$ cat src/hdl/bfca_pkg.sv
// Package for the best-fit coalescing allocator.
// Holds the request and result beat types, command and status codes and config defaults.
// Has no dependencies.
`timescale 1ns / 1ps
`default_nettype none

package bfca_pkg;

	localparam int MAX_EXTENTS_DEFAULT = 64;

	localparam logic [1:0] CMD_ALLOC = 2'd0;
	localparam logic [1:0] CMD_FREE  = 2'd1;
	localparam logic [1:0] CMD_CLEAR = 2'd2;

	localparam logic CFG_POOL_BASE   = 1'b0;
	localparam logic CFG_POOL_LENGTH = 1'b1;

	localparam logic [31:0] POOL_BASE_RESET   = 32'd0;
	localparam logic [31:0] POOL_LENGTH_RESET = 32'd65536;

	typedef enum logic [1:0] {
		ST_OK    = 2'd0,
		ST_NOFIT = 2'd1,
		ST_FULL  = 2'd2,
		ST_ZERO  = 2'd3
	} status_t;

	typedef struct packed {
		logic [1:0]  command;
		logic [31:0] length;
		logic [31:0] address;
	} request_t;

	typedef struct packed {
		logic [31:0] granted_address;
		status_t     status;
		logic [31:0] free_bytes;
		logic [6:0]  extent_count;
	} result_t;

endpackage

`default_nettype wire

$ cat src/hdl/best_fit_coalescing_allocator.sv
// Best-fit free-extent allocator with coalescing: extent table memories and sequencer.
// Depends on bfca_pkg for the beat types, codes and config defaults.
//
//   channel   signals                          handshake
//   request   start, busy, request             beat taken when start high and busy low
//   result    done, result                     one-cycle strobe, receiver cannot stall
//   config    cfg_wr_en, cfg_index, cfg_data   written on any edge with cfg_wr_en high
//
// A command is accepted, the table is scanned through the single registered read port, the
// shared adder runs three to five steps, the entries above each dropped entry move down to
// close the gap, the new extent is appended and the result is reported; a free that merges
// both sides closes two gaps. Clear reloads the pool extent and then reports.
// After reset the first extent is written in S_INIT, during which busy is high.
// Results cannot be stalled; busy falls in the cycle the done strobe is shown.
`timescale 1ns / 1ps
`default_nettype none

module best_fit_coalescing_allocator #(
	parameter int MAX_EXTENTS = bfca_pkg::MAX_EXTENTS_DEFAULT
) (
	input  wire logic               clk,
	input  wire logic               arst_n,
	input  wire logic               start,
	output logic                    busy,
	input  wire bfca_pkg::request_t request,
	output logic                    done,
	output bfca_pkg::result_t       result,
	input  wire logic               cfg_wr_en,
	input  wire logic               cfg_index,
	input  wire logic [31:0]        cfg_data
);

	localparam int IW = (MAX_EXTENTS > 1) ? $clog2(MAX_EXTENTS) : 1;
	localparam int CW = $clog2(MAX_EXTENTS + 1);
	localparam logic [CW-1:0] HELD_MAX = CW'(MAX_EXTENTS);
	localparam logic [CW-1:0] ONE = CW'(1);

	localparam logic [2:0] STEP_0 = 3'd0;
	localparam logic [2:0] STEP_1 = 3'd1;
	localparam logic [2:0] STEP_2 = 3'd2;
	localparam logic [2:0] STEP_3 = 3'd3;

	typedef enum logic [6:0] {
		S_IDLE   = 7'b0000001,
		S_INIT   = 7'b0000010,
		S_SCAN   = 7'b0000100,
		S_MATH   = 7'b0001000,
		S_DROP   = 7'b0010000,
		S_APPEND = 7'b0100000,
		S_DONE   = 7'b1000000
	} state_t;

	state_t            state_q;
	logic [1:0]        cmd_q;
	logic [31:0]       len_q;
	logic [31:0]       addr_q;
	bfca_pkg::status_t status_q;
	logic [31:0]       gnt_q;
	logic [CW-1:0]     held_q;
	logic [31:0]       free_total_q;
	logic [31:0]       base_q;
	logic [31:0]       plen_q;
	logic              from_reset_q;
	logic [CW-1:0]     scan_q;
	logic [2:0]        step_q;

	logic              a_found_q;
	logic [CW-1:0]     a_idx_q;
	logic [31:0]       a_start_q;
	logic [31:0]       a_len_q;
	logic              b_found_q;
	logic [CW-1:0]     b_idx_q;
	logic [31:0]       b_start_q;
	logic [31:0]       b_len_q;
	logic              mn_q;
	logic              mp_q;
	logic [31:0]       ns_q;
	logic [31:0]       nl_q;
	logic              drop2_q;
	logic [CW-1:0]     drop_lo_q;
	logic              append_q;

	logic              rd_vld_s1;
	logic [CW-1:0]     rd_idx_s1;
	logic [31:0]       rd_start_s1;
	logic [31:0]       rd_len_s1;

	bfca_pkg::result_t result_q;
	logic              done_q;

	logic [31:0] mem_start [MAX_EXTENTS];
	logic [31:0] mem_len   [MAX_EXTENTS];

	logic          mem_re;
	logic [IW-1:0] mem_raddr;
	logic          mem_we;
	logic [IW-1:0] mem_waddr;
	logic [31:0]   mem_wstart;
	logic [31:0]   mem_wlen;
	logic [CW-1:0] drop_wr_idx;
	logic [31:0]   held_wide;
	logic          scan_end;

	// Shared add/subtract unit; for a subtraction bit 32 is set when no borrow occurs.
	logic [31:0] add_a;
	logic [31:0] add_b;
	logic        add_sub;
	logic [32:0] add_sum;
	logic [31:0] add_sat;

	assign add_sum = {1'b0, add_a} + {1'b0, (add_sub ? ~add_b : add_b)} + 33'(add_sub);
	assign add_sat = add_sum[32] ? 32'hFFFF_FFFF : add_sum[31:0];

	always_comb begin
		add_a   = '0;
		add_b   = '0;
		add_sub = 1'b0;
		if (cmd_q == bfca_pkg::CMD_ALLOC) begin
			case (step_q)
				STEP_0: begin
					add_a = a_start_q;
					add_b = len_q;
				end
				STEP_1: begin
					add_a   = a_len_q;
					add_b   = len_q;
					add_sub = 1'b1;
				end
				default: begin
					add_a   = free_total_q;
					add_b   = len_q;
					add_sub = 1'b1;
				end
			endcase
		end else begin
			case (step_q)
				STEP_0: begin
					add_a = addr_q;
					add_b = len_q;
				end
				STEP_1: begin
					add_a = a_start_q;
					add_b = a_len_q;
				end
				STEP_2: begin
					add_a = len_q;
					add_b = mn_q ? b_len_q : 32'd0;
				end
				STEP_3: begin
					add_a = nl_q;
					add_b = mp_q ? a_len_q : 32'd0;
				end
				default: begin
					add_a = free_total_q;
					add_b = len_q;
				end
			endcase
		end
	end

	assign mem_re      = ((state_q == S_SCAN) || (state_q == S_DROP)) && (scan_q < held_q);
	assign mem_raddr   = scan_q[IW-1:0];
	assign drop_wr_idx = rd_idx_s1 - ONE;
	assign scan_end    = !mem_re && !rd_vld_s1;
	assign held_wide   = 32'(held_q);

	always_comb begin
		mem_we     = 1'b0;
		mem_waddr  = '0;
		mem_wstart = rd_start_s1;
		mem_wlen   = rd_len_s1;
		case (state_q)
			S_INIT: begin
				mem_we     = (plen_q != 32'd0);
				mem_wstart = base_q;
				mem_wlen   = plen_q;
			end
			S_DROP: begin
				mem_we    = rd_vld_s1;
				mem_waddr = drop_wr_idx[IW-1:0];
			end
			S_APPEND: begin
				mem_we     = 1'b1;
				mem_waddr  = held_q[IW-1:0];
				mem_wstart = ns_q;
				mem_wlen   = nl_q;
			end
			default: begin
				mem_we = 1'b0;
			end
		endcase
	end

	always_ff @(posedge clk) begin
		if (mem_we) begin
			mem_start[mem_waddr] <= mem_wstart;
			mem_len[mem_waddr]   <= mem_wlen;
		end
		if (mem_re) begin
			rd_start_s1 <= mem_start[mem_raddr];
			rd_len_s1   <= mem_len[mem_raddr];
		end
	end

	always_ff @(posedge clk or negedge arst_n) begin
		if (!arst_n) begin
			state_q      <= S_INIT;
			from_reset_q <= 1'b1;
			base_q       <= bfca_pkg::POOL_BASE_RESET;
			plen_q       <= bfca_pkg::POOL_LENGTH_RESET;
			held_q       <= '0;
			free_total_q <= '0;
			scan_q       <= '0;
			step_q       <= STEP_0;
			rd_vld_s1    <= 1'b0;
			rd_idx_s1    <= '0;
			a_found_q    <= 1'b0;
			b_found_q    <= 1'b0;
			drop2_q      <= 1'b0;
			append_q     <= 1'b0;
			done_q       <= 1'b0;
			status_q     <= bfca_pkg::ST_OK;
			cmd_q        <= bfca_pkg::CMD_ALLOC;
		end else begin
			done_q    <= 1'b0;
			rd_vld_s1 <= mem_re;
			rd_idx_s1 <= scan_q;
			if (mem_re) begin
				scan_q <= scan_q + ONE;
			end

			if (cfg_wr_en) begin
				case (cfg_index)
					bfca_pkg::CFG_POOL_BASE:   base_q <= cfg_data;
					bfca_pkg::CFG_POOL_LENGTH: plen_q <= cfg_data;
					default:                   base_q <= base_q;
				endcase
			end

			case (state_q)
				S_IDLE: begin
					if (start) begin
						cmd_q     <= request.command;
						len_q     <= request.length;
						addr_q    <= request.address;
						status_q  <= bfca_pkg::ST_OK;
						gnt_q     <= '0;
						scan_q    <= '0;
						step_q    <= STEP_0;
						a_found_q <= 1'b0;
						b_found_q <= 1'b0;
						case (request.command)
							bfca_pkg::CMD_ALLOC, bfca_pkg::CMD_FREE: begin
								if (request.length == 32'd0) begin
									status_q <= bfca_pkg::ST_ZERO;
									state_q  <= S_DONE;
								end else begin
									state_q <= S_SCAN;
								end
							end
							bfca_pkg::CMD_CLEAR: begin
								from_reset_q <= 1'b0;
								state_q      <= S_INIT;
							end
							default: begin
								state_q <= S_DONE;
							end
						endcase
					end
				end

				S_INIT: begin
					held_q       <= (plen_q != 32'd0) ? ONE : '0;
					free_total_q <= plen_q;
					state_q      <= from_reset_q ? S_IDLE : S_DONE;
				end

				S_SCAN: begin
					if (rd_vld_s1) begin
						if (cmd_q == bfca_pkg::CMD_ALLOC) begin
							if ((rd_len_s1 >= len_q) && (!a_found_q || (rd_len_s1 < a_len_q))) begin
								a_found_q <= 1'b1;
								a_idx_q   <= rd_idx_s1;
								a_start_q <= rd_start_s1;
								a_len_q   <= rd_len_s1;
							end
						end else if (rd_start_s1 <= addr_q) begin
							if (!a_found_q || (rd_start_s1 > a_start_q)) begin
								a_found_q <= 1'b1;
								a_idx_q   <= rd_idx_s1;
								a_start_q <= rd_start_s1;
								a_len_q   <= rd_len_s1;
							end
						end else begin
							if (!b_found_q || (rd_start_s1 < b_start_q)) begin
								b_found_q <= 1'b1;
								b_idx_q   <= rd_idx_s1;
								b_start_q <= rd_start_s1;
								b_len_q   <= rd_len_s1;
							end
						end
					end else if (scan_end) begin
						if ((cmd_q == bfca_pkg::CMD_ALLOC) && !a_found_q) begin
							status_q <= bfca_pkg::ST_NOFIT;
							state_q  <= S_DONE;
						end else begin
							step_q  <= STEP_0;
							state_q <= S_MATH;
						end
					end
				end

				S_MATH: begin
					step_q <= step_q + 3'd1;
					if (cmd_q == bfca_pkg::CMD_ALLOC) begin
						case (step_q)
							STEP_0: ns_q <= add_sum[31:0];
							STEP_1: nl_q <= add_sum[31:0];
							default: begin
								free_total_q <= add_sum[32] ? add_sum[31:0] : 32'd0;
								gnt_q        <= a_start_q;
								append_q     <= (nl_q != 32'd0);
								drop2_q      <= 1'b0;
								scan_q       <= a_idx_q + ONE;
								state_q      <= S_DROP;
							end
						endcase
					end else begin
						case (step_q)
							STEP_0: mn_q <= b_found_q && (add_sum == {1'b0, b_start_q});
							STEP_1: mp_q <= a_found_q && (add_sum == {1'b0, addr_q});
							STEP_2: begin
								if (!mn_q && !mp_q && (held_q == HELD_MAX)) begin
									status_q <= bfca_pkg::ST_FULL;
									state_q  <= S_DONE;
								end else begin
									nl_q <= add_sat;
								end
							end
							STEP_3: begin
								nl_q <= add_sat;
								ns_q <= mp_q ? a_start_q : addr_q;
							end
							default: begin
								free_total_q <= add_sat;
								append_q     <= 1'b1;
								drop2_q      <= mn_q && mp_q;
								// With two neighbours the higher entry goes first, so the
								// lower index still holds for the second pass.
								if (mn_q && mp_q) begin
									scan_q    <= ((a_idx_q > b_idx_q) ? a_idx_q : b_idx_q) + ONE;
									drop_lo_q <= (a_idx_q > b_idx_q) ? b_idx_q : a_idx_q;
									state_q   <= S_DROP;
								end else if (mn_q) begin
									scan_q  <= b_idx_q + ONE;
									state_q <= S_DROP;
								end else if (mp_q) begin
									scan_q  <= a_idx_q + ONE;
									state_q <= S_DROP;
								end else begin
									state_q <= S_APPEND;
								end
							end
						endcase
					end
				end

				S_DROP: begin
					// Entries above the dropped one move down one place, one per cycle.
					if (scan_end) begin
						held_q <= held_q - ONE;
						if (drop2_q) begin
							drop2_q <= 1'b0;
							scan_q  <= drop_lo_q + ONE;
						end else begin
							state_q <= append_q ? S_APPEND : S_DONE;
						end
					end
				end

				S_APPEND: begin
					held_q  <= held_q + ONE;
					state_q <= S_DONE;
				end

				S_DONE: begin
					result_q.granted_address <= gnt_q;
					result_q.status          <= status_q;
					result_q.free_bytes      <= free_total_q;
					result_q.extent_count    <= held_wide[6:0];
					done_q                   <= 1'b1;
					state_q                  <= S_IDLE;
				end

				default: begin
					state_q <= S_IDLE;
				end
			endcase
		end
	end

	assign busy   = (state_q != S_IDLE);
	assign done   = done_q;
	assign result = result_q;

endmodule

`default_nettype wire

$ cat config.mk
export PLATFORM = sky130hd
export DESIGN_NAME = best_fit_coalescing_allocator
export DESIGN_NICKNAME = d
export VERILOG_FILES = /design/src/hdl/bfca_pkg.sv /design/src/hdl/best_fit_coalescing_allocator.sv
export SDC_FILE = /design/constraint.sdc
export NUM_CORES = 2
export LEC_CHECK = 0
export BUFFER_PORTS_ARGS = -buffer_cell sky130_fd_sc_hd__buf_2
export CORE_MARGIN = 1
export CORE_UTILIZATION = 63
export CTS_CLUSTER_SIZE = 28
export DETAILED_ROUTE_END_ITERATION = 7
export PLACE_DENSITY_LB_ADDON = 0.15
export SYNTH_ARGS = -nofsm -noshare
export SYNTH_HDL_FRONTEND = slang
export SYNTH_SLANG_ARGS = --single-unit
$ cat constraint.sdc
create_clock -name clk -period 18.4 [get_ports clk]
set_input_delay 1.84 -clock clk [delete_from_list [all_inputs] [get_ports clk]]
set_output_delay 1.84 -clock clk [all_outputs]
set_load 0.05 [all_outputs]
==> Yosys cells after proc, flatten, opt, wreduce, memory -nomap -nowiden <==
Memories as Yosys holds them, arrays and structs flattened. A register that Yosys moved wholly into a read port is not among the register bits.
Cells that the tools add are included.
{ "totals": {"regBits": 522, "latch_bits": 0, "ram_bits": 4096, "romBits": 0, "in_bits": 103, "elab_cells": 283, "memories": 2} }
{ "op_classes": {"addsub": 11, "n_mul": 0, "div_mod_pow": 0, "order_cmp": 7, "n_eq_ne": 45, "shift": 0, "n_mux": 116, "bitwise": 5, "reduce_logical": 62} }
{ "mem_list": {"columns": ["name", "depth", "word_bits", "rd", "rd_ports_with_merged_regs", "wr", "line", "source"], "rows": [
  ["mem_len", 64, 32, 1, 1, 1, "best_fit_coalescing_allocator.sv:92", "logic [31:0] mem_len [MAX_EXTENTS];"],
  ["mem_start", 64, 32, 1, 1, 1, "best_fit_coalescing_allocator.sv:91", "logic [31:0] mem_start [MAX_EXTENTS];"]
]} }
{ "ops": {"columns": ["op", "n"], "rows": [
  ["2-to-1 mux 32 bit", 28],
  ["case mux 32 bit (2 select lines)", 6],
  ["2-to-1 mux 7 bit", 29],
  ["case mux 32 bit (4 select lines)", 1],
  ["case mux 32 bit (3 select lines)", 1],
  ["== test 33 x 32 -> 1 bit", 2],
  ["less-than comparator 32 bit", 2],
  ["nonzero test 32 bit", 2],
  ["adder 7 x 1 -> 7 bit, second input constant", 6],
  ["case mux 7 bit (3 select lines)", 2],
  ["case mux 7 bit (6 select lines)", 1],
  ["adder 32 x 32 -> 33 bit", 1],
  ["adder 33 x 1 -> 33 bit", 1],
  ["greater-or-equal comparator 32 bit", 1],
  ["greater-than comparator 32 bit", 1],
  ["less-or-equal comparator 32 bit", 1],
  ["logical NOT 32 bit", 1],
  ["!= test 2 bit, second input constant", 16],
  ["NOT 32 bit", 1],
  ["case mux 7 bit (2 select lines)", 2],
  ["AND reduction 6 bit", 4],
  ["2-to-1 mux 1 bit", 23],
  ["AND reduction 5 bit", 4],
  ["2-to-1 mux 2 bit", 9],
  ["43 further kinds", 101]
]} }

==> Depth between registers and ports, before layout <==
{ "depth": {"ltp_word": 11, "ltp_mapped": 24} }

==> Worst setup path after synthesis <==
No wires, ideal clock.
{ "synth_path": {"path_type": "flip-flop to flip-flop", "startpoint": "register rd_start_s1[1], read port of mem_start", "endpoint": "register b_idx_q[0] (enable)", "setup_ps": 879, "arrival_time_ps": 13282, "path_slack_ps": 4239, "path_stages_with_launch": 12, "path_cell_list": "edfxtp_1 > ha_1 > a21o_1 > a21o_1 > a21o_1 > a21o_1 > a21o_1 > a21o_1 > a21oi_1 > o2111ai_1 > a221o_1 > a2111oi_0"} }
{ "synth_via": {"elab_chain_len": 3, "elab_cells_between_ends": 5} }
{ "synth_rtl": {"columns": ["item", "line", "source"], "rows": [
  ["start: declaration", "best_fit_coalescing_allocator.sv:85", "logic [31:0] rd_start_s1;"],
  ["less-than comparator 32 bit or less-or-equal comparator 32 bit (tied branches)", "best_fit_coalescing_allocator.sv:295, best_fit_coalescing_allocator.sv:287", null],
  ["logical OR 1 bit or NOT 1 bit (tied branches)", null, null],
  ["AND reduction 6 bit (no source line) *", null, null],
  ["end signal: assignment", "best_fit_coalescing_allocator.sv:297", "b_idx_q <= rd_idx_s1;"],
  ["end: declaration", "best_fit_coalescing_allocator.sv:72", "logic [CW-1:0] b_idx_q;"]
]} }
Mark *: on every way between the ends. The rest lies on a longest branch, timed or not.
A chain may end at the register's enable or synchronous reset.

==> Worst setup path in the final report <==
{ "layout_path": {"startpoint": "register step_q[0]", "endpoint": "register nl_q[16] (data pin)"} }
{ "layout_via": {"elab_chain_len": 11, "elab_cells_between_ends": 20} }
{ "layout_rtl": {"columns": ["item", "line", "source"], "rows": [
  ["start: declaration", "best_fit_coalescing_allocator.sv:65", "logic [2:0] step_q;"],
  ["start signal: assignment", "best_fit_coalescing_allocator.sv:314", "step_q <= step_q + 3'd1;"],
  ["== test 3 x 2 -> 1 bit or == test 3 x 1 -> 1 bit (tied branches)", "best_fit_coalescing_allocator.sv:136, best_fit_coalescing_allocator.sv:329, best_fit_coalescing_allocator.sv:119", null],
  ["case mux 32 bit (3 select lines)", "best_fit_coalescing_allocator.sv:136", "case (step_q)"],
  ["2-to-1 mux 32 bit", "best_fit_coalescing_allocator.sv:118", "if (cmd_q == bfca_pkg::CMD_ALLOC) begin"],
  ["NOT 32 bit", "best_fit_coalescing_allocator.sv:111", "assign add_sum = {1'b0, add_a} + {1'b0, (add_sub ? ~add_b : add_b)} + 33'(add_sub);"],
  ["2-to-1 mux 32 bit", "best_fit_coalescing_allocator.sv:111", null],
  ["adder 32 x 32 -> 33 bit", "best_fit_coalescing_allocator.sv:111", null],
  ["adder 33 x 1 -> 33 bit", "best_fit_coalescing_allocator.sv:111", null],
  ["2-to-1 mux 32 bit", "best_fit_coalescing_allocator.sv:112", "assign add_sat = add_sum[32] ? 32'hFFFF_FFFF : add_sum[31:0];"],
  ["2-to-1 mux 32 bit", "best_fit_coalescing_allocator.sv:333", "if (!mn_q && !mp_q && (held_q == HELD_MAX)) begin"],
  ["case mux 32 bit (2 select lines)", "best_fit_coalescing_allocator.sv:329", "case (step_q)"],
  ["2-to-1 mux 32 bit *", "best_fit_coalescing_allocator.sv:315", "if (cmd_q == bfca_pkg::CMD_ALLOC) begin"],
  ["end signal: assignment", "best_fit_coalescing_allocator.sv:318", "STEP_1: nl_q <= add_sum[31:0];"],
  ["end signal: assignment", "best_fit_coalescing_allocator.sv:337", "nl_q <= add_sat;"],
  ["end signal: assignment", "best_fit_coalescing_allocator.sv:341", "nl_q <= add_sat;"],
  ["end: declaration", "best_fit_coalescing_allocator.sv:78", "logic [31:0] nl_q;"]
]} }
Mark *: on every way between the ends. The rest lies on a longest branch, timed or not. The select of a mux whose other input is x is not followed.

==> summary.txt <==
Status
  • Status: complete, no violations

Critical path
  • CP Class: flip-flop to flip-flop
  • CP Capture Type: flip-flop
  • CP Max Fanout: 32
  • Startpoint types: flip-flop
  • Internal reg-to-reg setup slack: a little over 10 ns
  • Required @ worst endpoint: 19.14 ns
  • CP arrival: slightly above 9 ns
  • Worst r2r path cells: 19

Placement
  • Placed inst area: between 150,000 and 200,000 sq um
  • Hpwl dp: roughly 350,000 um
  • IO Port Bufs: 177
  • Post-place setup slack: about 11 ns
  • Gpl congestion: 0.988

Clocking
  • Root Driver: clkbuf_16
  • Clock Path Buffers: 4
  • Resized Gates After CTS: 0
  • Post-cts hold buffer count: 0
  • Clk Latency, worst-skew pair: roughly 1.0 ns
  • Clk sinks: approximately 4,700
  • H-tree depth: 5
  • Setup Buffers After CTS: 0
  • CTS clk-pin slew, worst paths: approximately 0.060 ns
  • CTS tree: built
  • CTS buffer count: 453

Synth
  • EDFF count, synth: 4,544
  • Seq cells post-synth: around 4,700
  • Yosys warns: 0
  • Post-Syn Area: about 190,000 sq um
  • Largest family of logic cells by synthesized area: multiplexers
  • Mux cell area share after synthesis: between 10 and 15%
  • Synth unique cells: 86
  • Compound-Gate Fraction of Synth Area: under 10%
  • Async S/R FF share, synth: under 10%
  • Simple-Gate Fraction of Synth Area: roughly 2.5%
  • Syn Nets: slightly above 10,000
  • Seq/Total Area, Yosys: approximately three quarters
  • Post-Synth Adder-Cell Area: between 1.5 and 2%
  • Post-Synthesis Cells: 9,851
  • Syn avg cell area: between 15 and 20 sq um
  • Synth Flop Type: edfxtp_1
  • XOR/XNOR Fraction of Synth Area: less than 1%

GRT
  • Vias in the first global route: approximately 100k
  • Gr usage total: approximately two fifths
  • Largest net degree at the start of global routing: about 130
  • Congestion Overflow GR: 0
  • Initial antenna violation count: 27
  • Global-route wire length before repair: approximately 800,000 um

Timing
  • RSZ-0062 raised after global routing: no
  • Fmax: ~120 MHz
  • Final total negative setup slack: 0 ns
  • Final Cycle Share: between 40% and 50%
  • # setup viols final: 0
  • Min cycle time layout: 8.35 ns
  • Final worst slack: 10.05 ns
  • Final Hold Fails: 0
  • Slew Limit Fails: 0
  • Worst Max-Slew Pin Slew: 1.36 ns
  • Max transition margin: slightly above 9%
  • Final Skew: around 0.10 ns

Floorplan
  • Starting Density: between 60% and 70%
  • Chip height: 549 um
  • Die W: 549 um
  • DIE AREA: 302,000 sq um
  • Core Area: between 200,000 and 300,000 sq um
  • Row Count: 200
  • IO Count: 178

Drt
  • Total Wirelength: 598,000 um
  • Residual DRC: 0
  • Antenna viol nets, final: 0
  • Total number of vias: around 110k
  • Avg Vias per Cell: between 7 and 8
  • DR WL/cell: between 40 and 50 um
  • 1st-iter DRT viols: between 15,000 and 20,000
  • DR pass1 iterations: 7

Final layout
  • Layout cells sized above 1: between 20% and 30%
  • Nets@finish: 10,563
  • Final Instance Area: ~210,000 sq um
  • Final Util: between 70% and 80%
  • Area Growth Syn to Fin: 11.6%

Worst hold path
  • Hold path depth: 0
  • Path category of the worst min-delay check: flip-flop to flip-flop

Pwr
  • Leak pwr: around 67 nW
  • VDD IR max: around 0.11 mV
  • PD cells: between 100 and 150 nW/um^2
  • Tot Pwr: slightly below 30 mW

Flow run
  • Max Cap Violations: 0
==> kinds of logic (layout without fill, tap and decap cells) <==
logic type               after synthesis  count (layout)
XOR/XNOR                             150             150
AND/OR/NAND/NOR                     1035            1035
other                                  0              13
adder cells (fa/ha/maj)              253             253
buffers and inverters                762            1538
AO/OA/AOI/OAI                       1540            1540
multiplexers                        1429            1429
flip-flops                          4682            4682
==> synthesized netlist by cell type (34+ instances only) <==
library cell | n | area, sq um
o211ai_1 | 36 | 270
nor3_1 | 55 | 275
inv_1 | 212 | 796
buf_1 | 158 | 593
mux4_2 | 963 | 21700
edfxtp_1 | 4544 | 136000
xnor2_1 | 108 | 946
nor2_1 | 229 | 860
nor2b_1 | 43 | 269
nand2_1 | 449 | 1690
nand2b_1 | 34 | 213
a21o_1 | 48 | 360
a31oi_1 | 56 | 350
a221oi_1 | 43 | 377
a21oi_1 | 395 | 1980
clkbuf_1 | 372 | 1400
nand3_1 | 51 | 255
a211oi_1 | 50 | 375
nand4_1 | 53 | 332
mux2i_1 | 392 | 3920
o22ai_1 | 92 | 576
mux2_2 | 74 | 833
dfrtp_1 | 135 | 3380
o221ai_1 | 178 | 1560
o21ai_0 | 277 | 1390
nor4_1 | 37 | 231
ha_1 | 223 | 2790
a22oi_1 | 181 | 1360
==> cells in the final DEF, fill, tap and decap left out, types with 32 or more instances in the layout <==
cell,count
edfxtp_1,4544
mux4_2,963
clkbuf_16,457
nand2_1,397
a21oi_1,394
mux2i_1,392
buf_4,285
o21ai_0,277
ha_1,223
inv_1,211
a22oi_1,181
o221ai_1,178
buf_2,176
nor2_1,158
dfrtp_1,129
xnor2_1,108
clkinv_1,107
clkbuf_1,95
o22ai_1,92
clkinv_2,82
mux2_2,74
nor2_4,69
a31oi_1,56
nor3_1,54
nand4_1,53
nand2_2,51
a211oi_1,50
nand3_1,49
a21o_1,48
bufinv_16,48
a221oi_1,43
nor2b_1,39
nor4_1,36
o211ai_1,36
nand2b_1,32
xor2_1,32
==> per-stage QoR <==
stage	instances	hold WS, ns
6_report	14579	0.409
5_1_grt	14568	0.422
4_1_cts	14566	0.398
3_5_place_dp	13719	0.405
3_3_place_gp	13719	0.402
2_1_floorplan	9851	0.375
==> layout make-up <==
type                            instances  area [sq um]
Antenna cell                           13          32.5
Clock buffer                          560         11900
Clock inverter                        287          2970
Fill cell                           17801         86900
Inverter                              214           818
Multi-Input combinational cell       4407         46700
Sequential cell                      4682        140000
Tap cell                             3939          4930
Timing Repair Buffer                  477          3330
==> per-layer routing <==
| layer | up-vias | part of all wire [%] | GRT usage, % |
|---|---|---|---|
| met5 | - | 0.019 | 0 |
| met4 | 10 | 5.3 | 17.7 |
| met3 | 1563 | 14 | 10.2 |
| met2 | 8567 | 45 | 60.2 |
| met1 | 55422 | 35 | 55.4 |
| li1 | 41498 | - | - |
==> report_power, final <==
group	internal [mW]	leakage, nW	switching, mW
Combinational	2.79	17.2	4.28
Clock	5.28	7.22	4.04
Sequential	12.2	42.6	0.257
Total	20.3	67.0	8.58
==> critical path, cell delays in order, from the launching register on <==
cell,delay (ns)
dfrtp_1,0.45
inv_1,0.09
ha_1,0.29
o21ba_2,0.31
nand2_1,0.77
o32ai_1,0.19
buf_4,0.23
nor3_1,0.33
nor2_1,0.12
fa_1,0.53
nand2b_1,0.21
a21oi_1,0.51
o221ai_1,0.39
a21oi_1,0.60
o211ai_1,0.34
a22oi_1,0.38
a31oi_1,0.22
o21ai_0,0.86
nand2_2,0.96
nand2_1,0.30
==> final timing paths <==
| kind | startpoint | end |
|---|---|---|
| max in group asynchronous | arst_n | state_q[2] |
| min in group asynchronous | arst_n | free_total_q[31] |
| worst max-delay path | step_q[0] | nl_q[16] |
| worst min register to register | gnt_q[15] | result[56] |
| worst max register to register | step_q[0] | nl_q[16] |
| worst min-delay path | gnt_q[15] | result[56] |
Note: power is estimated with default switching activity, not from simulation.
